--- config.mk ---
export PLATFORM = sky130hd
export DESIGN_NAME = edid_block_parser
export DESIGN_NICKNAME = d
export VERILOG_FILES = /design/src/edid_pkg.sv /design/src/edid_desc_decode.sv /design/src/edid_block_parser.sv
export SDC_FILE = /design/constraint.sdc
export NUM_CORES = 1
export LEC_CHECK = 0
export BUFFER_PORTS_ARGS = -buffer_cell sky130_fd_sc_hd__buf_4
export CAP_MARGIN = 40
export CORE_ASPECT_RATIO = 1.75
export CORE_UTILIZATION = 40
export DETAILED_ROUTE_END_ITERATION = 8
export GPL_TIMING_DRIVEN = 0
export PLACE_DENSITY_LB_ADDON = 0.05
export SETUP_SLACK_MARGIN = 0.02
export SYNTH_ARGS = -nofsm -noshare
export SYNTH_HDL_FRONTEND = slang
export SYNTH_HIERARCHICAL = 1
export SYNTH_SLANG_ARGS = --single-unit
--- constraint.sdc ---
create_clock -name aclk -period 18.9 [get_ports aclk]
set_input_delay 0.945 -clock aclk [delete_from_list [all_inputs] [get_ports aclk]]
set_output_delay 0.945 -clock aclk [all_outputs]
set_load 0.05 [all_outputs]
--- src/edid_pkg.sv ---
// Shared types, constants and helpers for the EDID base-block parser.
// Used by edid_desc_decode and edid_block_parser; no other dependencies.
`timescale 1ns / 1ps

package edid_pkg;

    localparam int DESC_LEN = 18;

    // Byte positions and offsets inside the base block.
    localparam logic [6:0] DESC_FIRST    = 7'd54;
    localparam logic [6:0] POS_VENDOR_HI = 7'd8;
    localparam logic [6:0] POS_VENDOR_LO = 7'd9;
    localparam int         NAME_FIRST    = 5;

    // Descriptor tags and byte values.
    localparam logic [7:0] TAG_NAME  = 8'hfc;
    localparam logic [7:0] TAG_RANGE = 8'hfd;
    localparam logic [7:0] CHAR_LF   = 8'h0a;
    localparam logic [7:0] HDR_FILL  = 8'hff;
    localparam logic [7:0] HDR_EDGE  = 8'h00;

    // Record kinds.
    localparam logic [2:0] KIND_ID_OK  = 3'd0;
    localparam logic [2:0] KIND_ID_BAD = 3'd1;
    localparam logic [2:0] KIND_TIMING = 3'd2;
    localparam logic [2:0] KIND_LIMITS = 3'd3;
    localparam logic [2:0] KIND_NAME   = 3'd4;

    typedef struct packed {
        logic [2:0]  record_kind;
        logic [15:0] pixel_clock;
        logic [11:0] h_active;
        logic [11:0] h_blank;
        logic [11:0] v_active;
        logic [11:0] v_blank;
        logic [9:0]  h_sync_offset;
        logic [9:0]  h_sync_width;
        logic [5:0]  v_sync_offset;
        logic [5:0]  v_sync_width;
        logic [3:0]  sync_flags;
        logic [14:0] text_code;
    } rec_t;

    // Range limits carry an optional offset of 255 selected by a flag bit.
    function automatic logic [11:0] plus255(input logic [7:0] v, input logic f);
        return {4'b0000, v} + (f ? 12'd255 : 12'd0);
    endfunction

endpackage

--- src/edid_desc_decode.sv ---
// Decodes a completed 18-byte descriptor into a timing or range-limit record.
// Depends on edid_pkg for the record type, tags and helpers.
`timescale 1ns / 1ps

module edid_desc_decode import edid_pkg::*; #(
    parameter int DESCRIPTOR_LEN = DESC_LEN
) (
    input  logic [7:0] desc [DESCRIPTOR_LEN-1],
    input  logic [7:0] last_byte,
    output logic       is_timing,
    output logic       rec_hit,
    output rec_t       rec
);

    logic [11:0] max_clock;

    // A detailed timing has a non-zero pixel clock in either byte.
    assign is_timing = (desc[0] != 8'h00) || (desc[1] != 8'h00);

    // Maximum clock times ten, as 8x + 2x.
    assign max_clock = 12'({1'b0, desc[9], 3'b000}) + 12'({3'b000, desc[9], 1'b0});

    always_comb begin
        rec     = '0;
        rec_hit = 1'b0;
        if (is_timing) begin
            rec_hit           = 1'b1;
            rec.record_kind   = KIND_TIMING;
            rec.pixel_clock   = {desc[1], desc[0]};
            rec.h_active      = {desc[4][7:4], desc[2]};
            rec.h_blank       = {desc[4][3:0], desc[3]};
            rec.v_active      = {desc[7][7:4], desc[5]};
            rec.v_blank       = {desc[7][3:0], desc[6]};
            rec.h_sync_offset = {desc[11][7:6], desc[8]};
            rec.h_sync_width  = {desc[11][5:4], desc[9]};
            rec.v_sync_offset = {desc[11][3:2], desc[10][7:4]};
            rec.v_sync_width  = {desc[11][1:0], desc[10][3:0]};
            rec.sync_flags[0] = last_byte[4] & last_byte[1];
            rec.sync_flags[1] = last_byte[4] & last_byte[2];
            rec.sync_flags[2] = last_byte[7];
            rec.sync_flags[3] = last_byte[7] | (last_byte[4] & last_byte[3]);
        end else if (desc[3] == TAG_RANGE) begin
            rec_hit         = 1'b1;
            rec.record_kind = KIND_LIMITS;
            rec.pixel_clock = {4'b0000, max_clock};
            rec.h_active    = plus255(desc[7], desc[4][2]);
            rec.h_blank     = plus255(desc[8], desc[4][3]);
            rec.v_active    = plus255(desc[5], desc[4][0]);
            rec.v_blank     = plus255(desc[6], desc[4][1]);
        end
    end

endmodule

--- src/edid_block_parser.sv ---
// EDID base-block parser top level: byte tracking, header check, descriptor store.
// Depends on edid_pkg and edid_desc_decode.
//
//  channel  | direction | handshake           | payload
//  ---------+-----------+---------------------+-------------------------------------
//  s_       | in        | s_valid / s_ready   | s_edid_byte, s_block_start
//  m_       | out       | m_valid / m_ready   | m_record_kind .. m_text_code
//
// One byte a cycle is sustained while the output is not stalled: a request lands in
// an input register, is decoded there and, if it makes a record, moves to the output
// register. Reset (synchronous, aresetn low) clears position, offset, vendor byte and
// both stages and sets the header flag; the descriptor store needs no clearing since
// each byte is written before use.
// A stalled output holds the input stage; s_ready falls only while both are full.
`timescale 1ns / 1ps

module edid_block_parser import edid_pkg::*; #(
    parameter int DESCRIPTOR_LEN = DESC_LEN
) (
    input  logic        aclk,
    input  logic        aresetn,
    input  logic        s_valid,
    output logic        s_ready,
    input  logic [7:0]  s_edid_byte,
    input  logic        s_block_start,
    output logic        m_valid,
    input  logic        m_ready,
    output logic [2:0]  m_record_kind,
    output logic [15:0] m_pixel_clock,
    output logic [11:0] m_h_active,
    output logic [11:0] m_h_blank,
    output logic [11:0] m_v_active,
    output logic [11:0] m_v_blank,
    output logic [9:0]  m_h_sync_offset,
    output logic [9:0]  m_h_sync_width,
    output logic [5:0]  m_v_sync_offset,
    output logic [5:0]  m_v_sync_width,
    output logic [3:0]  m_sync_flags,
    output logic [14:0] m_text_code
);

    localparam int OFF_W = $clog2(DESCRIPTOR_LEN);
    localparam logic [6:0] DESC_END = 7'(int'(DESC_FIRST) + 4 * DESCRIPTOR_LEN);
    localparam logic [OFF_W-1:0] OFF_LAST = OFF_W'(DESCRIPTOR_LEN - 1);

    // Input stage.
    logic       in_valid_reg, in_valid_next;
    logic [7:0] in_byte_reg;
    logic       in_start_reg;

    // Parser state.
    logic [6:0]       pos_reg, pos_next;
    logic             header_good_reg, header_good_next;
    logic [7:0]       vendor_hi_reg, vendor_hi_next;
    logic [OFF_W-1:0] off_reg, off_next;
    logic [7:0]       desc_reg [DESCRIPTOR_LEN-1];

    // Output stage.
    logic out_valid_reg, out_valid_next;
    rec_t out_rec_reg;

    logic [6:0] pos;
    logic       out_free;
    logic       advance;
    logic       in_desc;
    logic       is_timing;
    logic       dec_hit;
    rec_t       dec_rec;
    rec_t       rec;
    logic       hit;

    assign out_free = !out_valid_reg || m_ready;
    assign advance  = in_valid_reg && out_free;
    assign s_ready  = !in_valid_reg || out_free;

    assign pos     = in_start_reg ? 7'd0 : pos_reg;
    assign in_desc = (pos >= DESC_FIRST) && (pos < DESC_END);

    edid_desc_decode #(
        .DESCRIPTOR_LEN(DESCRIPTOR_LEN)
    ) u_decode (
        .desc      (desc_reg),
        .last_byte (in_byte_reg),
        .is_timing (is_timing),
        .rec_hit   (dec_hit),
        .rec       (dec_rec)
    );

    always_comb begin
        header_good_next = header_good_reg;
        vendor_hi_next   = vendor_hi_reg;
        rec              = '0;
        hit              = 1'b0;
        case (pos) inside
            7'd0: begin
                header_good_next = (in_byte_reg == HDR_EDGE);
            end
            [7'd1:7'd6]: begin
                if (in_byte_reg != HDR_FILL) begin
                    header_good_next = 1'b0;
                end
            end
            7'd7: begin
                if (in_byte_reg != HDR_EDGE) begin
                    header_good_next = 1'b0;
                end
            end
            POS_VENDOR_HI: begin
                vendor_hi_next = in_byte_reg;
            end
            POS_VENDOR_LO: begin
                hit             = 1'b1;
                rec.record_kind = header_good_reg ? KIND_ID_OK : KIND_ID_BAD;
                rec.text_code   = {vendor_hi_reg[6:0], in_byte_reg};
            end
            default: begin
                if (in_desc) begin
                    // Model-name characters stream out as they arrive.
                    if (!is_timing && off_reg >= OFF_W'(NAME_FIRST)
                            && desc_reg[3] == TAG_NAME) begin
                        hit             = 1'b1;
                        rec.record_kind = KIND_NAME;
                        rec.text_code   = (in_byte_reg == CHAR_LF) ? 15'd0
                                                                   : {7'd0, in_byte_reg};
                    end
                    if (off_reg == OFF_LAST && dec_hit) begin
                        hit = 1'b1;
                        rec = dec_rec;
                    end
                end
            end
        endcase
    end

    assign pos_next = pos + 7'd1;
    assign off_next = (pos == DESC_FIRST - 7'd1 || off_reg == OFF_LAST) ? '0
                                                                         : off_reg + OFF_W'(1);

    always_comb begin
        in_valid_next = in_valid_reg;
        if (s_valid && s_ready) begin
            in_valid_next = 1'b1;
        end else if (advance) begin
            in_valid_next = 1'b0;
        end
        out_valid_next = out_valid_reg;
        if (advance && hit) begin
            out_valid_next = 1'b1;
        end else if (m_ready) begin
            out_valid_next = 1'b0;
        end
    end

    always_ff @(posedge aclk) begin
        if (!aresetn) begin
            in_valid_reg    <= 1'b0;
            out_valid_reg   <= 1'b0;
            pos_reg         <= 7'd0;
            header_good_reg <= 1'b1;
            vendor_hi_reg   <= 8'd0;
            off_reg         <= '0;
        end else begin
            in_valid_reg  <= in_valid_next;
            out_valid_reg <= out_valid_next;
            if (advance) begin
                pos_reg         <= pos_next;
                header_good_reg <= header_good_next;
                vendor_hi_reg   <= vendor_hi_next;
                off_reg         <= off_next;
            end
        end
    end

    always_ff @(posedge aclk) begin
        if (s_valid && s_ready) begin
            in_byte_reg  <= s_edid_byte;
            in_start_reg <= s_block_start;
        end
        if (advance && hit) begin
            out_rec_reg <= rec;
        end
        // The last descriptor byte is consumed directly and never stored.
        if (advance && in_desc && off_reg != OFF_LAST) begin
            desc_reg[off_reg] <= in_byte_reg;
        end
    end

    assign m_valid         = out_valid_reg;
    assign m_record_kind   = out_rec_reg.record_kind;
    assign m_pixel_clock   = out_rec_reg.pixel_clock;
    assign m_h_active      = out_rec_reg.h_active;
    assign m_h_blank       = out_rec_reg.h_blank;
    assign m_v_active      = out_rec_reg.v_active;
    assign m_v_blank       = out_rec_reg.v_blank;
    assign m_h_sync_offset = out_rec_reg.h_sync_offset;
    assign m_h_sync_width  = out_rec_reg.h_sync_width;
    assign m_v_sync_offset = out_rec_reg.v_sync_offset;
    assign m_v_sync_width  = out_rec_reg.v_sync_width;
    assign m_sync_flags    = out_rec_reg.sync_flags;
    assign m_text_code     = out_rec_reg.text_code;

    a_off_range: assert property (@(posedge aclk) disable iff (!aresetn)
        off_reg <= OFF_LAST)
        else $error("descriptor offset out of range");

    a_kind_range: assert property (@(posedge aclk) disable iff (!aresetn)
        m_valid |-> m_record_kind <= KIND_NAME)
        else $error("unknown record kind");

    a_no_text: assert property (@(posedge aclk) disable iff (!aresetn)
        m_valid && (m_record_kind == KIND_TIMING || m_record_kind == KIND_LIMITS)
        |-> m_text_code == 15'd0)
        else $error("text code set on a timing or limits record");

    a_load: assert property (@(posedge aclk) disable iff (!aresetn)
        advance && hit |=> m_valid)
        else $error("decoded record was not presented");

    a_no_overwrite: assert property (@(posedge aclk) disable iff (!aresetn)
        m_valid && !m_ready |-> !advance)
        else $error("input stage advanced into a stalled output");

endmodule
==> results of run 1 <==
==> worst register-to-register path: stages (launching register included) <==
cell and delay (ps):
edfxtp_1 390, nor4_1 330, nand2_1 140, nor2_2 170, inv_2 170, buf_6 210, buf_2 230, nand4b_1 310
a2111oi_4 420, a21oi_1 80, o21a_1 210, nor4_2 770, buf_4 300, buf_4 190, buf_4 190, buf_4 190
buf_4 180
==> through the flow <==
stage	power, uW	utilization	setup TNS, ps	setup slack, ps
2_1_floorplan	617	-	0	4680
3_3_place_gp	629	0.461	-198740	-1690
3_5_place_dp	634	0.471	0	14140
4_1_cts	1120	0.498	0	14130
5_1_grt	1140	0.498	0	13930
6_report	1110	0.498	0	14120
==> cell type report <==
type / count / area [sq um] / area share
Tap cell: 378 / 473 / 0.0330
Sequential cell: 245 / 7140 / 0.499
Clock buffer: 33 / 686 / 0.0479
Inverter: 22 / 82.6 / 0.00577
Multi-Input combinational cell: 605 / 4180 / 0.292
Timing Repair Buffer: 156 / 1260 / 0.0878
Buffer: 61 / 392 / 0.0274
Clock inverter: 11 / 109 / 0.00761
==> power groups by stage <==
| stage | Combinational (uW) | Clock [uW] | Sequential (uW) |
|---|---|---|---|
| 2_1_floorplan | 10.8 | 0 | 606 |
| 3_3_place_gp | 14.7 | 0 | 614 |
| 3_5_place_dp | 24.4 | 0 | 609 |
| 4_1_cts | 24.5 | 502 | 598 |
| 5_1_grt | 26.2 | 518 | 598 |
| 6_report | 24.4 | 488 | 597 |
==> metal layers <==
metal,vias up,share of wire,global-route usage
li1,3698,-,-
met4,0,0.024,0.0625
met1,3743,0.36,0.213
met5,-,0,0
met2,193,0.57,0.407
met3,43,0.044,0.0246
==> path summary, 6_finish.rpt <==
path | from | to | slack [ps] | cells after the start
max reg2reg | desc_reg[125]$_DFFE_PP_ | m_h_sync_offset[3]$_SDFFCE_PP0P_ | 14120 | 16
min reg2reg | header_good_reg$_SDFFE_PN1P_ | header_good_reg$_SDFFE_PN1P_ | 490 | 2
max | desc_reg[125]$_DFFE_PP_ | m_h_sync_offset[3]$_SDFFCE_PP0P_ | 14120 | 16
min | header_good_reg$_SDFFE_PN1P_ | header_good_reg$_SDFFE_PN1P_ | 490 | 2
==> metrics.yaml, run 1 <==
path_delay_family: "simple AND/OR/NAND/NOR gates"
worst-endpoint-required_ps: 19140
grt.total_usage: 0.202
ant_nets: 0
min_path_type: "reg -> reg"
crit_arrival_ps: 5020
dp_cells: 1467
path_max_fanout: 10
avgSynthCellArea_sq_um: 12.8
critPathMaxStageDelay_ps: 770
whs_ps: 491
layout_commonest_cell: "edfxtp_1"
final_cells: 1511
maxCapViolations: 0
die_width_um: 131
crit_slowest_cell: "nor4_2"
pin_count: 133
post_cts_buffers: 0
grt_pass1_wl_um: 45500
cts_buffers: 24
ctsHoldBuffers: 0
path_clk_slew_ps: 60
ir_worst_vdd_mv: 0.0567
hpwlAfterDp_um: 22100
seq_power_share: 0.539
start_util: 0.408
cp-start-kind: "flop"
io_buffers: 131
swShare: 0.204
finalHoldViolCount: 0
wl_per_cell_um: 20.0
timing.fmax_ghz: 0.209
skew_ps: 8.87
grt_overflow: 0
path_class: "reg -> reg"
dieArea_sq_um: 30000
drive_gt1_frac: 0.230
drt_iter0_drc: 405
fin_crit_sh: 0.253
final_cell_area_sq_um: 14300
grt_setup_unrepaired: "false"
critPathCaptureType: "flop"
comb_power_share: 0.022
chipHeight_um: 228
via_count: 7677
postSynthCellCount: 918
p_per_area_nw_per_um2: 77.5
place_congestion: 0.890
antenna_found_initial: 0
setup_viol: 0
tritoncts: "done"
p_switching_uw: 226
placed_cell_area_sq_um: 13500
cts-resized-gates: 0
clkPwrFrac: 0.440
grt_max_degree: 17
insertion_delay_ps: 530
drcViolationCount: 0
core-area_sq_um: 28700
yosys_warnings: 6
p_leak_uw: 0.00524
cts_sinks: 245
cts_root_buf: "clkbuf_16"
syn_to_final_growth_pct: 22.1
grt_pass1_vias: 7741
diodes: 0
fin_crit_ps: 4780
path_buf_inv: 8
nets: 1179
netlist_area_sq_um: 11700
critical_path.cell_chain: "nor4_1 > nand2_1 > nor2_2 > inv_2 > buf_6 > buf_2 > nand4b_1 > a2111oi_4 > a21oi_1 > o21a_1 > nor4_2 > buf_4 > buf_4 > buf_4 > buf_4 > buf_4"
routed_wl_um: 30300
htree_num_levels: 1
row_count: 82
drt_pass1_iterations: 5
fill_cells: 2634
via_per_inst: 5.08
final_max_slew_viol_count: 0
slew_headroom: 0.397
cp_common_cell: "buf_4"
tightest_slew_ps: 900
outcome: "complete, no violations"
clockBufferDepth: 3
largest_reg_flops: 96
internal_power_uw: 883
most-common-layout-cells: "edfxtp_1, buf_4, and2_1"
(Power assumes the default switching activity.)
==> run 2: changes to the inputs <==
Settings changed: ABC_AREA set to 1.
Clock period 18.9 ns to 4.7 ns, I/O delays scaled along.
==> run 2 against run 1 <==
Effect of this change: critical path depth stayed put; final cell count is 30% higher; maximum frequency is 31% higher; setup slack worse by 13000 ps; clock power grew to 4.0 times the previous value; first-iteration DRC count is 3.0% higher; count of clock-buffer cells in the layout is 5 lower; routed wire length is 3.6% higher; synthesized cell count is 47% higher; via count is 17% higher; hold slack worse by 69 ps; largest cell class unchanged; largest power group unchanged; highest routed layer unchanged.
==> metrics.yaml, run 2 <==
postSynthCellCount: 1349  # was 918
drcViolationCount: 0  # unchanged
tightest_slew_ps: 916  # was 900 ps
grt_max_degree: 46  # was 17
avgSynthCellArea_sq_um: 9.43  # was 12.8 sq um
outcome: "complete, no violations"  # unchanged
critPathCaptureType: "flop"  # unchanged
netlist_area_sq_um: 12700  # was 11,700 sq um
hpwlAfterDp_um: 23300  # was 22,100 um
fin_crit_sh: 0.773  # was 0.253
ant_nets: 0  # unchanged
final_util: 0.491  # was 0.498
placed_cell_area_sq_um: 14500  # was 13,500 sq um
antenna_found_initial: 0  # unchanged
layout_commonest_cell: "nand2_1"  # was edfxtp_1
drt_pass1_iterations: 7  # was 5
cp-start-kind: "flop"  # unchanged
worst-endpoint-required_ps: 4920  # was 19,140 ps
cts_buffers: 24  # unchanged
path_clk_slew_ps: 60  # about the same
row_count: 86  # was 82
most-common-layout-cells: "nand2_1, inv_1, edfxtp_1"  # was edfxtp_1, buf_4, and2_1
htree_num_levels: 1  # unchanged
syn_to_final_growth_pct: 21.1  # was 22.1%
drive_gt1_frac: 0.229  # was 0.230
skew_ps: 18.5  # was 8.87 ps
routed_wl_um: 31300  # was 30,300 um
timing.fmax_ghz: 0.275  # was 0.209 GHz
core-area_sq_um: 31400  # was 28,700 sq um
grt_setup_unrepaired: "false"  # unchanged
path_class: "reg -> reg"  # unchanged
post_cts_buffers: 0  # unchanged
final_max_slew_viol_count: 0  # unchanged
nets: 1611  # was 1,179
grt_pass1_vias: 8736  # was 7,741
io_buffers: 132  # was 131
maxCapViolations: 0  # unchanged
slew_headroom: 0.387  # was 0.397
chipHeight_um: 238  # was 228 um
ctsHoldBuffers: 12  # was 0
clockBufferDepth: 3  # unchanged
fin_crit_ps: 3640  # was 4780 ps
cts_root_buf: "clkbuf_16"  # unchanged
crit_arrival_ps: 3860  # was 5020 ps
wl_per_cell_um: 16.0  # was 20.0 um
tritoncts: "done"  # unchanged
diodes: 0  # unchanged
drt_iter0_drc: 417  # was 405
min_path_type: "in -> reg"  # was reg -> reg
cts-resized-gates: 0  # unchanged
largest_reg_flops: 96  # unchanged
fill_cells: 3057  # was 2,634
die_width_um: 137  # was 131 um
finalHoldViolCount: 0  # unchanged
ir_worst_vdd_mv: 0.252  # was 0.0567 mV
path_max_fanout: 45  # was 10
p_per_area_nw_per_um2: 288  # was 77.5 nW/um^2
grt.total_usage: 0.198  # was 0.202
via_per_inst: 4.60  # was 5.08
setup_viol: 0  # unchanged
dieArea_sq_um: 32600  # was 30,000 sq um
place_congestion: 0.905  # was 0.890
tns_ps: 0  # unchanged
start_util: 0.405  # was 0.408
via_count: 9010  # was 7,677
grt_pass1_wl_um: 48000  # was 45,500 um
pin_count: 133  # unchanged
insertion_delay_ps: 550  # was 530 ps
p_leak_uw: 0.00742  # was 0.00524 uW
yosys_warnings: 6  # unchanged
final_cell_area_sq_um: 15400  # was 14,300 sq um
cts_sinks: 245  # unchanged
grt_overflow: 0  # unchanged
run 2: worst max-delay path, stage by stage (launching register included):
cell	delay, ps
edfxtp_1	380
nor2_1	230
nand2_1	90
nor2_1	100
nand2_1	80
buf_6	160
buf_2	210
nor2_1	120
nand3_1	70
nor3_1	280
nand2_1	150
nand2_1	90
nand2_1	50
nand2_1	90
and3_4	560
buf_12	310
buf_16	260
run 2: power breakdown:
group          leakage, uW  total, uW  switching [uW]  internal [uW]
Sequential         0.00246       2380            17.0           2360
Clock             0.000390       1960             836           1120
Combinational      0.00457        106            59.2           47.1
run 2: routing by layer:
layer,part of all wire,track usage,wire (um)
met5,0,0,0
met1,0.37,0.211,11700
met3,0.046,0.0336,1450
met4,0.038,0.0849,1200
met2,0.54,0.374,16900
run 2: metrics by stage:
stage / setup WS [ps] / instances / total power, uW / hold slack, ps
6_report: 1070 / 1960 / 4440 / 423
5_1_grt: 782 / 1960 / 4580 / 403
4_1_cts: 980 / 1960 / 4510 / 393
3_5_place_dp: 983 / 1905 / 2530 / 416
3_3_place_gp: -130 / 1892 / 2510 / 415
2_1_floorplan: 1190 / 1364 / 2470 / 334
run 2: cell type report:
cell class	count	area, sq um	area share
Timing Repair Buffer	157	1350	0.0874
Inverter	274	1030	0.0669
Clock buffer	28	626	0.0406
Tap cell	396	495	0.0321
Buffer	51	422	0.0273
Clock inverter	15	160	0.0104
Sequential cell	245	7140	0.463
Multi-Input combinational cell	794	4200	0.272
run 2: path summary, 6_finish.rpt:
| kind | from | to | slack, ps | cells after the start |
|---|---|---|---|---|
| worst max-delay path | desc_reg[120]$_DFFE_PP_ | m_h_sync_width[7]$_SDFFCE_PP0P_ | 1070 | 16 |
| worst min-delay path | s_edid_byte[5] | in_byte_reg[5]$_DFFE_PP_ | 420 | 2 |
| worst max register to register | desc_reg[120]$_DFFE_PP_ | m_h_sync_width[7]$_SDFFCE_PP0P_ | 1070 | 16 |
| worst min register to register | header_good_reg$_SDFFE_PN1P_ | header_good_reg$_SDFFE_PN1P_ | 470 | 2 |
==> run 3: changes to the inputs <==
Settings changed: ABC_AREA 1 to 0.
Clock period 4.7 ns to 3.61 ns, I/O delays scaled along.
==> run 3 against run 2 <==
Effect of this change: sequential share of layout area is 2.8 points higher; final area is 5.7% lower; clock skew is 1.6 ps higher; clock power is 26% higher; non-clock buffer count is 21 higher; register-to-register slack worse by 910 ps; first-iteration DRC count is 1.7% higher; routed wire length is 2.8% lower; critical endpoint is now m_v_active[10]$_SDFFCE_PP0P_; largest cell class unchanged.
==> metrics.yaml, run 3 (synthesis gave the netlist of run 1 again) <==
comb_power_share: 0.026  # was 0.024
timing.fmax_ghz: 0.290  # was 0.275 GHz
cts_root_buf: "clkbuf_16"  # unchanged
r2r_slack_ps: 160  # was 1070 ps
critPathMaxStageDelay_ps: 400  # was 560 ps
dieArea_sq_um: 30000  # was 32,600 sq um
worstReg2RegStart: "desc_reg[125]$_DFFE_PP_"  # was desc_reg[120]$_DFFE_PP_
worst-endpoint-required_ps: 3840  # was 4920 ps
via_per_inst: 5.04  # was 4.60
cp-start-kind: "flop"  # unchanged
seq_power_share: 0.544  # was 0.536
skew_ps: 20.1  # was 18.5 ps
p_per_area_nw_per_um2: 395  # was 288 nW/um^2
fin_crit_ps: 3450  # was 3640 ps
finalPower_uw: 5740  # was 4440 uW
tritoncts: "done"  # unchanged
drcViolationCount: 0  # unchanged
drt_iter0_drc: 424  # was 417
crit_arrival_ps: 3690  # was 3860 ps
ant_nets: 0  # unchanged
grt_max_degree: 23  # was 46
io_buffers: 131  # was 132
insertion_delay_ps: 530  # was 550 ps
fin_ws_ps: 156  # was 1070 ps
reg2reg_to: "m_v_active[10]$_SDFFCE_PP0P_"  # was m_h_sync_width[7]$_SDFFCE_PP0P_
path_clk_slew_ps: 60  # about the same
grt_pass1_vias: 7777  # was 8,736
nets: 1191  # was 1,611
wl_per_cell_um: 20.0  # was 16.0 um
via_count: 7677  # was 9,010
critPathCaptureType: "flop"  # unchanged
tightest_slew_ps: 901  # was 916 ps
swShare: 0.201  # was 0.205
routed_wl_um: 30400  # was 31,300 um
final_cells: 1523  # was 1,960
path_class: "reg -> reg"  # unchanged
tns_ps: 0  # unchanged
p_leak_uw: 0.00530  # was 0.00742 uW
layout_commonest_cell: "edfxtp_1"  # was nand2_1
start_util: 0.408  # was 0.405
die_width_um: 131  # was 137 um
pre_cts_ws_ps: -337  # was 983 ps
drt_pass1_iterations: 5  # was 7
dp_cells: 1461  # was 1,905
r2r_cells: 14  # was 16
cp_common_cell: "buf_12"  # was nand2_1
hp-start: "s_edid_byte[3]"  # was s_edid_byte[5]
syn_to_final_growth_pct: 24.0  # was 21.1%
finalHoldViolCount: 0  # unchanged
hpwlAfterDp_um: 22000  # was 23,300 um
cts_sinks: 245  # unchanged
internal_power_uw: 4590  # was 3530 uW
path_max_fanout: 19  # was 45
row_count: 82  # was 86
fill_cells: 2641  # was 3,057
chipHeight_um: 228  # was 238 um
p_switching_uw: 1150  # was 912 uW
min_path_cells: 2  # unchanged
diodes: 0  # unchanged
crit_slowest_cell: "edfxtp_1"  # was and3_4
critical_path.cell_chain: "nor4_2 > nand2_1 > nor2_4 > inv_8 > buf_6 > nand4b_1 > a2111oi_4 > a21oi_1 > o21a_1 > nor4_4 > buf_6 > buf_12 > buf_12 > buf_12"  # was nor2_1 > nand2_1 > nor2_1 > nand2_1 > buf_6 > buf_2 > nor2_1 > nand3_1 > nor3_1 > nand2_1 > nand2_1 > nand2_1 > nand2_1 > and3_4 > buf_12 > buf_16
min_path_type: "in -> reg"  # unchanged
cts_buffers: 24  # unchanged
fin_crit_sh: 0.957  # was 0.773
clkPwrFrac: 0.430  # was 0.440
grt_pass1_wl_um: 45600  # was 48,000 um
core-area_sq_um: 28700  # was 31,400 sq um
whs_ps: 366  # was 423 ps
grt.total_usage: 0.204  # was 0.198
ir_worst_vdd_mv: 0.339  # was 0.252 mV
place_congestion: 0.883  # was 0.905
drive_gt1_frac: 0.227  # was 0.229
maxCapViolations: 0  # unchanged
hold_path_end: "in_byte_reg[3]$_DFFE_PP_"  # was in_byte_reg[5]$_DFFE_PP_
clockBufferDepth: 3  # unchanged
setup_viol: 0  # unchanged
htree_num_levels: 1  # unchanged
pin_count: 133  # unchanged
slew_headroom: 0.399  # was 0.387
final_max_slew_viol_count: 0  # unchanged
most-common-layout-cells: "edfxtp_1, buf_4, and2_1"  # was nand2_1, inv_1, edfxtp_1
antenna_found_initial: 0  # unchanged
outcome: "complete, no violations"  # unchanged
largest_reg_flops: 96  # unchanged
grt_overflow: 0  # unchanged
-- run 3: cell count changes in the layout (fill, tap and decap cells not counted), sizes merged, moves of 15 or more --
cell	before	now
nor2	221	55
inv	273	22
a21o	1	18
nand2	315	65
nand4	20	4
o31ai	0	23
a22o	0	17
clkbuf	36	55
nor2b	0	15
nand3	71	12
and2	0	142
-- run 3: worst max path at each step --
| stage | startpoint | endpoint | slack [ps] | cells past startpoint |
|---|---|---|---|---|
| CTS | desc_reg[129]$_DFFE_PP_ | m_v_active[10]$_SDFFCE_PP0P_ | 30 | 14 |
| finish | desc_reg[125]$_DFFE_PP_ | m_v_active[10]$_SDFFCE_PP0P_ | 160 | 14 |
| global route | desc_reg[125]$_DFFE_PP_ | m_h_blank[7]$_SDFFCE_PP0P_ | -4 | 14 |
| global placement | desc_reg[120]$_DFFE_PP_ | m_h_sync_offset[2]$_SDFFCE_PP0P_ | -4960 | 11 |
| detailed placement | desc_reg[120]$_DFFE_PP_ | m_h_blank[11]$_SDFFCE_PP0P_ | -340 | 14 |
| floorplan | desc_reg[121]$_DFFE_PP_ | m_h_active[0]$_SDFFCE_PP0P_ | -2560 | 11 |
-- run 3: worst max-delay path: cells and delay by family, from the launching register on --
kind                   cells  cell delay [ps]
and+or+nand+nor            5             1170
buffers and inverters      6              870
AOI/OAI and AO/OA          3              670
DFF                        1              400
-- run 3: cell type report --
cell class              count  area [sq um]  share of cell area
flip-flops and latches    245          7140               0.491
multi-input cells         605          4210               0.289
repair buffers            169          1480               0.102
clock buffers              32           662              0.0455
well taps                 378           473              0.0325
plain buffers              60           387              0.0266
clock inverters            12           103             0.00706
inverters                  22          90.1             0.00620
-- run 3: what timing repair did --
item	in CTS	in global routing
buffers inserted	5	4
hold endpoints to repair	11	0
gates resized for setup	16	3
hold buffers	11	0
endpoints found under the setup margin	96	62
pin swaps	5	5
-- run 3: power groups by stage --
stage                     Clock, uW  Combinational, uW  Sequential, uW
after CTS                      2550                149            3120
after global placement            0               77.8            3220
after detailed placement          0                140            3180
final                          2470                149            3120
after floorplan                   0               57.2            3170
after global routing           2640                160            3120
-- run 3: metal layers --
metal | part of all wire | up-vias | routed length (um) | GRT usage
met5 | 0 | - | 0 | 0
met4 | 0.033 | 0 | 1010 | 0.0854
met3 | 0.034 | 51 | 1030 | 0.0204
met2 | 0.57 | 180 | 17200 | 0.404
met1 | 0.37 | 3713 | 11200 | 0.213
li1 | - | 3733 | - | -
-- run 3: through the flow --
step / area [sq um] / util
4_1_cts: 14500 / 0.505
3_3_place_gp: 13300 / 0.462
6_report: 14500 / 0.506
3_5_place_dp: 13500 / 0.472
2_1_floorplan: 11800 / -
5_1_grt: 14500 / 0.506
